===== src/hw/rtl/crmv_pkg.sv =====
// ----------------------------------------------------------------------------
// crmv_pkg: shared types and constants
// Field widths, fixed-point format, operation codes and the control struct
// passed from the input stage to the multiply-accumulate datapath.
// ----------------------------------------------------------------------------
package crmv_pkg;

	// Field widths.
	localparam int IDX_W   = 12;
	localparam int VALUE_W = 32;
	localparam int FRAC_W  = VALUE_W - 8;
	localparam int ACC_W   = 64;
	localparam int COEF_W  = VALUE_W + 1;
	localparam int FUNC_W  = 2;

	// Vector store depth, addressed by the full column index.
	localparam int X_DEPTH = 1 << IDX_W;

	// Item operation codes.
	localparam logic [FUNC_W-1:0] FUNC_LOAD  = 2'd0;
	localparam logic [FUNC_W-1:0] FUNC_ENTRY = 2'd1;
	localparam logic [FUNC_W-1:0] FUNC_EMPTY = 2'd2;

	// Configuration register indexes.
	localparam int CFG_IDX_W = 1;
	localparam logic [CFG_IDX_W-1:0] CFG_REF_INDEX = 1'b0;
	localparam logic [CFG_IDX_W-1:0] CFG_REF_DIAG  = 1'b1;

	// Accumulator bounds.
	localparam logic signed [ACC_W-1:0] ACC_MAX = {1'b0, {(ACC_W-1){1'b1}}};
	localparam logic signed [ACC_W-1:0] ACC_MIN = {1'b1, {(ACC_W-1){1'b0}}};

	// Output clip bounds.
	localparam logic [VALUE_W-1:0] Y_MAX = {1'b0, {(VALUE_W-1){1'b1}}};
	localparam logic [VALUE_W-1:0] Y_MIN = {1'b1, {(VALUE_W-1){1'b0}}};

	// Coefficient that turns x into -x placed in the product format.
	localparam logic signed [COEF_W-1:0] COEF_NEG_ONE =
		-(COEF_W'(1) <<< FRAC_W);

	// Control that travels along the datapath with each item.
	typedef struct packed {
		logic             vld;
		logic             empty;
		logic             last;
		logic [IDX_W-1:0] row;
	} crmv_ctrl_t;

endpackage


===== src/hw/rtl/crmv_mac.sv =====
// ----------------------------------------------------------------------------
// crmv_mac: multiply, accumulate and result formatting
// Stage 2 forms the product of coefficient and vector element, stage 3 adds
// it into the saturating row accumulator, stage 4 negates, rescales and
// clips the row sum into the result register.
// ----------------------------------------------------------------------------
module crmv_mac import crmv_pkg::*; (
	input  logic                      clk,
	input  logic                      arst_n,
	input  crmv_ctrl_t                ctrl_s1,
	input  logic signed [COEF_W-1:0]  coef_s1,
	input  logic signed [VALUE_W-1:0] x_s1,
	output logic                      done,
	output logic [IDX_W-1:0]          out_row,
	output logic [VALUE_W-1:0]        y_value,
	output logic                      saturated
);

	crmv_ctrl_t                ctrl_s2;
	crmv_ctrl_t                ctrl_s3;
	logic signed [ACC_W-1:0]   prod_s2;
	logic signed [ACC_W-1:0]   prod_full;
	logic signed [ACC_W-1:0]   acc_q;
	logic signed [ACC_W-1:0]   sum_s3;
	logic signed [ACC_W:0]     sum_wide;
	logic signed [ACC_W-1:0]   sum_sat;
	logic signed [ACC_W-1:0]   neg_sum;
	logic                      in_range;
	logic [VALUE_W-1:0]        y_next;
	logic                      sat_next;
	logic                      done_q;
	logic [IDX_W-1:0]          out_row_q;
	logic [VALUE_W-1:0]        y_q;
	logic                      sat_q;

	// The coefficient stays above -2^32, so the product always fits 64 bits.
	assign prod_full = coef_s1 * x_s1;

	// Stage 2: product register.
	always_ff @(posedge clk or negedge arst_n) begin
		if (!arst_n) begin
			ctrl_s2 <= '0;
		end else begin
			ctrl_s2 <= ctrl_s1;
		end
	end

	always_ff @(posedge clk) begin
		prod_s2 <= prod_full;
	end

	// Saturating add of the product into the running row sum.
	always_comb begin
		sum_wide = {acc_q[ACC_W-1], acc_q} + {prod_s2[ACC_W-1], prod_s2};
		if (sum_wide[ACC_W] != sum_wide[ACC_W-1]) begin
			sum_sat = sum_wide[ACC_W] ? ACC_MIN : ACC_MAX;
		end else begin
			sum_sat = sum_wide[ACC_W-1:0];
		end
	end

	// Stage 3: accumulator, cleared after the last entry of a row.
	always_ff @(posedge clk or negedge arst_n) begin
		if (!arst_n) begin
			acc_q   <= '0;
			ctrl_s3 <= '0;
		end else begin
			if (ctrl_s2.vld && !ctrl_s2.empty) begin
				acc_q <= ctrl_s2.last ? '0 : sum_sat;
			end
			ctrl_s3.vld   <= ctrl_s2.vld && (ctrl_s2.empty || ctrl_s2.last);
			ctrl_s3.empty <= ctrl_s2.empty;
			ctrl_s3.last  <= ctrl_s2.last;
			ctrl_s3.row   <= ctrl_s2.row;
		end
	end

	always_ff @(posedge clk) begin
		sum_s3 <= sum_sat;
	end

	// Negate with saturation, drop the extra fraction bits and clip.
	always_comb begin
		neg_sum  = (sum_s3 == ACC_MIN) ? ACC_MAX : -sum_s3;
		in_range = (&neg_sum[ACC_W-1:FRAC_W+VALUE_W-1]) ||
			!(|neg_sum[ACC_W-1:FRAC_W+VALUE_W-1]);
		if (ctrl_s3.empty) begin
			y_next   = '0;
			sat_next = 1'b0;
		end else if (in_range) begin
			y_next   = neg_sum[FRAC_W+VALUE_W-1:FRAC_W];
			sat_next = 1'b0;
		end else begin
			y_next   = neg_sum[ACC_W-1] ? Y_MIN : Y_MAX;
			sat_next = 1'b1;
		end
	end

	// Stage 4: result register, shown for one cycle.
	always_ff @(posedge clk or negedge arst_n) begin
		if (!arst_n) begin
			done_q <= 1'b0;
		end else begin
			done_q <= ctrl_s3.vld;
		end
	end

	always_ff @(posedge clk) begin
		out_row_q <= ctrl_s3.row;
		y_q       <= y_next;
		sat_q     <= sat_next;
	end

	assign done      = done_q;
	assign out_row   = out_row_q;
	assign y_value   = y_q;
	assign saturated = sat_q;

endmodule


===== config.mk =====
export PLATFORM = sky130hd
export DESIGN_NAME = crmv_mac
export DESIGN_NICKNAME = d
export VERILOG_FILES = /design/src/hw/rtl/crmv_pkg.sv /design/src/hw/rtl/crmv_mac.sv
export SDC_FILE = /design/constraint.sdc
export NUM_CORES = 2
export LEC_CHECK = 0
export ABC_AREA = 1
export BUFFER_PORTS_ARGS = -buffer_cell sky130_fd_sc_hd__clkbuf_2
export CAP_MARGIN = 20
export CORE_MARGIN = 4
export CORE_UTILIZATION = 60
export CTS_CLUSTER_SIZE = 24
export DETAILED_ROUTE_END_ITERATION = 12
export PLACE_DENSITY = 0.85
export SLEW_MARGIN = 20
export SYNTH_ARGS = -nofsm -noshare
export SYNTH_HDL_FRONTEND = slang
export SYNTH_SLANG_ARGS = --single-unit

===== constraint.sdc =====
create_clock -name clk -period 2.4 [get_ports clk]
set_input_delay 0.36 -clock clk [delete_from_list [all_inputs] [get_ports clk]]
set_output_delay 0.36 -clock clk [all_outputs]
set_load 0.03 [all_outputs]

==> run summary, run 1 <==
The run stopped with a tool error. The step where the flow halted was global routing. The tool reported: "[ERROR GRT-0232] Routing congestion too high. Check the congestion heatmap in the GUI". After detailed placement, the design holds a cell count of 8980. The post-synthesis cell type with the largest combined area was sky130_fd_sc_hd__fa_1. Average cell area after synthesis: 7.68 sq um. The TritonCTS buffer count was 28; the share of the synthesized area in the top cell type was 41.3%. Synthesis produced a netlist with a net count of 8394. After the last repair the worst path ends at a sequential cell input.

The most used flip-flop cell after synthesis is sky130_fd_sc_hd__dfxtp_1. The congestion estimate from routability-driven global placement came to 1.04. At the placement stage, the worst setup path has a slack of -5.04 ns. Root buffer cell: sky130_fd_sc_hd__clkbuf_16. Fraction of synthesis flops using an asynchronous set or reset pin: 35.2%.

Entering global routing, the biggest net connects 65 pins. The clock sink total is 267, and the chip width is 307 um. The total overflow left after global routing is 1650. Counting distinct cell types in the post-synthesis netlist gives 50.

For this run, the total global-route usage over all layers was measured as 78.6%. The height of the die works out to 307 um. Ranked by total cell area, the synthesized netlist is headed by sky130_fd_sc_hd__fa_1 (41%), sky130_fd_sc_hd__nand2_1 (14%), sky130_fd_sc_hd__inv_1 (13%), sky130_fd_sc_hd__dfxtp_1 (6.5%), sky130_fd_sc_hd__ha_1 (5.8%). Synthesis handed over a netlist of 6960 instances.

In this run the tool buffered the top-level ports with 127 buffer cells. The level count of the clock H-tree was 1. The initialized floorplan defines 109 standard-cell rows. The initial utilization of the core area, before any placement, comes to 60.5%. The Yosys warning count is 0, and the count of flip-flops with a built-in enable after synthesis is 0.

The part of the Yosys area used for sequential elements is 10.9%, and the flip-flop and latch count after synthesis is 267. Pin placement for this block handled 128 I/O pins. When the last timing repair stopped, the worst path ended at prod_s2[59]$_DFF_P_/D. In this run the cell area of the synthesized design comes to 53500 sq um. The wire-length estimate of the detail-placed layout is 152000 um. The buffer depth of the longest clock path was 3.
==> cell usage after synthesis (all sizes together) (35+ instances only) <==
cell	count
o21bai	37
a21oi	162
xor2	83
nand2	2135
nand4	35
clkbuf	234
nand3	153
dfxtp	173
nor2	417
fa	1104
inv	1839
o21ai	85
dfrtp	94
ha	248
==> layer usage <==
layer | global-route usage (%) | GRT overflow
met1 | 77.5 | 70
met3 | 66.9 | 46
met2 | 92.7 | 1011
met4 | 77.9 | 517
met5 | 44.9 | 6
==> cells by family after synthesis <==
family | count (synthesis) | synth area share [%]
flip-flops | 267 | 10.9
XOR/XNOR | 112 | 1.83
AND/OR/NAND/NOR | 2803 | 21.6
buffers and inverters | 2098 | 15.0
adder cells (fa/ha/maj) | 1352 | 47.1
AO/OA/AOI/OAI | 328 | 3.59
==> stage by stage <==
| stage | setup TNS [ns] | utilization, % | instance area (sq um) |
|---|---|---|---|
| floorplan | -206.79 | - | 55400 |
| CTS | -243.81 | 79.0 | 69800 |
| detailed placement | -302.15 | 72.5 | 64000 |
| global placement | -292.52 | 72.5 | 64000 |
==> repair_timing <==
action,in CTS
buffers inserted,157
endpoints found under the setup margin,187
hold buffers,16
resized for setup,800
pin swaps,463
gates cloned,19
endpoints found under the hold margin,37
==> run 2, diff against run 1 <==
- CORE_UTILIZATION: 60 -> 40
- CTS_CLUSTER_SIZE: 24 -> default
- PLACE_DENSITY: 0.85 -> default
- PLACE_DENSITY_LB_ADDON: default -> 0.15
- clock period: 2.4 -> 3.12 ns (I/O delays scaled with it)
==> run 2 against run 1 <==
Net effect:
- the flow now finishes, with violations (setup timing)
- synthesized area is the same
- synthesized cell count is the same
==> run summary, run 2 <==
The normalized max-slew margin is 40.9%. The largest net degree at the start of global routing is 65, and the total wire length is 178000 um. The height of the die came out at 374 um (+22%). The worst path setup slack after routing is -3.36 ns. Number of library cell types mapped by synthesis: 50 (unchanged). The ratio of final minimum period to clock period was 208%. The tools report the number of nets still failing antenna checks after routing as 0.

Among all flip-flop cells after synthesis, the most frequent one is sky130_fd_sc_hd__dfxtp_1. Max-cap violations in this run came to 0. The worst setup path is launched from a primary input. The total track usage was 24.6%. The number of instances in the synthesized netlist was 6960 (unchanged); the average cell area after synthesis was 7.68 sq um (unchanged).

Leaving out fill and tap cells, the most frequent cell in the layout is sky130_fd_sc_hd__nand2_1. In the routed design, unresolved DRC markers number 0. The weighted congestion at the end of routability-driven global placement is 0.969 (-7.0%), and the Yosys warning count is 0 (unchanged). The tools report the worst setup skew after layout as 0.0299 ns. The final core utilization was 51.9%; the highest clock rate was 154 MHz. The finished layout holds 9502 standard cells, fillers aside.

The flip-flop and latch count after synthesis came out at 267 (unchanged). Clock-pin slew was measured on the worst setup and hold paths at 0.06 ns. The number of port buffers works out to 127 (unchanged). The TritonCTS buffer count was 29 (+3.6%); the HPWL reported at the end of detailed placement was 148000 um (-2.5%). Along the worst path, the maximum fanout reaches 11. The routed length per placed instance is 18.7 um, and the setup-violating endpoint count in the final report is 59. Among all stages on the critical path, the largest delay is contributed by sky130_fd_sc_hd__fa_2.

The first global-routing pass estimated 272000 um of wire. Count of flip-flops with a built-in enable after synthesis: 0 (unchanged). The checks that failed: setup timing. The die area was 140000 sq um. The total count of max-transition violations in the final report was 0. Part of the Yosys area used for sequential elements: 10.9% (unchanged).

For this run, the post-layout net count is 9157. sky130_fd_sc_hd__nand2_1 is the most common cell in the netlist. The largest registers in the layout are acc_q x64, prod_s2 x64, sum_s3 x64. Clock latency on the worst-skew pair, taken at its later pin, is 0.60 ns. The multi-input combinational cells in the finished layout cover a total of 42900 sq um. The run gives 1 (unchanged) as the level count of the clock H-tree. On the worst path, the slowest cell contributes a delay of 0.59 ns. The sequential cell area came out at 5820 sq um.

The run gives 0 as the sum of overflow across all layers after global routing. STA puts the critical path data arrival time at 7.01 ns. Data on the critical path is required at its endpoint by 3.64 ns. At the pin with the least slew margin, the transition time is 0.887 ns. The row count was 133 (+22%); the number of inserted filler cells in the final layout was 12700. The first detailed-routing pass ran for 6 iterations. The post-synthesis instance area is 53500 sq um (unchanged).

For this block, the via count after detailed routing is 45600. The run gives -170.02 ns as the sum of negative setup slack. The share of the synthesized area in the top cell type is 41.3% (unchanged), and the number of DRC violations after detailed-routing iteration 0 is 2828. The number of failing hold endpoints at the final stage is 0. The run gives 267 (unchanged) as the clock sink total.

In this run the clock root is driven by a sky130_fd_sc_hd__clkbuf_16. The library cells used most frequently in the layout, excluding fill and tap cells, are sky130_fd_sc_hd__nand2_1 (1871), sky130_fd_sc_hd__inv_1 (1727), sky130_fd_sc_hd__fa_1 (1013). The biggest area contributor in the post-synthesis netlist is sky130_fd_sc_hd__fa_1. Most frequent cell on the critical path: sky130_fd_sc_hd__fa_1. The fraction of synthesis flops using an asynchronous set or reset pin was 35.2% (unchanged). By count the netlist is led by sky130_fd_sc_hd__nand2_1 (1983), sky130_fd_sc_hd__inv_1 (1832), sky130_fd_sc_hd__fa_1 (1104).

For the via count of the first global-routing pass, the log shows 47900. The chip width is 374 um (+22%), and the area of the core is 132000 sq um. The vias per cell works out to 4.80.

Ranked by total cell area, the synthesized netlist is headed by sky130_fd_sc_hd__fa_1 (41%), sky130_fd_sc_hd__nand2_1 (14%), sky130_fd_sc_hd__inv_1 (13%), sky130_fd_sc_hd__dfxtp_1 (6.5%), sky130_fd_sc_hd__ha_1 (5.8%). For the top-level I/O count, the log shows 128 (unchanged). Once layout is done, the placed cells without fillers occupy 68600 sq um. The placed cell count was 9287 (+3.4%). Setup repair after global routing could not meet its margin everywhere. The proportion of layout cells with a drive suffix above 1 works out to 24.4%. The logs give 5 for the initial antenna violation count and 40.5% (-20 points) for the starting density of the core. The buffer depth of the longest clock path came out at 3 (unchanged). The worst setup path is of the primary input to flip-flop kind. The net count of the mapped netlist came out at 8394 (unchanged). The flow ran to the end, but the final reports show violations.

TritonCTS built the clock tree. From synthesis to final layout, the design area changed by 28.2%. The worst setup path is captured at a flip-flop. The path class of the tightest hold or removal check is primary input to flip-flop. The post-placement cell area is 62600 sq um (-2.2%). For the finished layout, the period the worst path requires is 6.48 ns.
[run 2: cell counts after synthesis]
No cell type changed its count.
[run 2: repair_timing]
item                                    in CTS  in global routing
pin swaps                                  129                311
hold endpoints to repair                    61                  0
setup buffers                               39                101
resized for setup                          363                568
hold buffers                                16                  0
cloned                                       2                 17
endpoints found under the setup margin      60                115
[run 2: cells by family (layout without fill, tap and decap cells)]
| kind of cell | Yosys count | in the layout | share of synthesized area, % |
|---|---|---|---|
| simple gates | 2803 | 2803 | 21.6 |
| buf+inv | 2098 | 2884 | 15.0 |
| fa+ha+maj | 1352 | 1352 | 47.1 |
| compound gates | 328 | 328 | 3.59 |
| flops | 267 | 267 | 10.9 |
| xor+xnor | 112 | 112 | 1.83 |
| other cells | 0 | 1 | 0 |
[run 2: final timing paths]
check	start	to	slack, ns	cells past startpoint
hold / removal	x_s1[0]	prod_s2[0]	0.32	4
setup / recovery	coef_s1[21]	prod_s2[53]	-3.36	29
min in group asynchronous	arst_n	done	0.49	2
setup reg to reg	acc_q[22]	acc_q[38]	0.16	17
hold reg to reg	ctrl_s3[3]	out_row[3]	0.34	0
max in group asynchronous	arst_n	acc_q[42]	1.91	3
[run 2: final cells by class]
cell class                      count  share of cell area, %
Antenna cell                        1                0.00365
Clock buffer                       37                   1.20
Clock inverter                     17                  0.268
Inverter                         1839                   10.1
Multi-Input combinational cell   4595                   62.6
Sequential cell                   267                   8.48
Tap cell                         1755                   3.20
Timing Repair Buffer              991                   14.1
[run 2: per-layer routing]
layer / share of wire, % / wire (um) / GRT usage (%)
met1: 43 / 76100 / 33.7
met2: 48 / 85400 / 42.9
met3: 6.1 / 10800 / 2.29
met4: 3.0 / 5360 / 4.93
met5: 0 / 0 / 0
[run 2: metrics by stage]
stage	worst slack [ns]	hold WS (ns)
floorplan	-3.92	0.172
global placement	-4.61	0.325
detailed placement	-4.64	0.327
CTS	-3.37	0.297
global route	-3.53	0.341
finish	-3.36	0.322
[run 2: worst max-delay path, delay by kind of cell]
family / cells / cell delay, ns
fa+ha+maj: 9 / 4.27
simple gates: 9 / 1.08
buf+inv: 10 / 0.98
xor+xnor: 1 / 0.16
Power of run 2 is left out: the tool's default activity adds up to more than one toggle a clock period on the data nets, which glitch-free logic cannot reach.
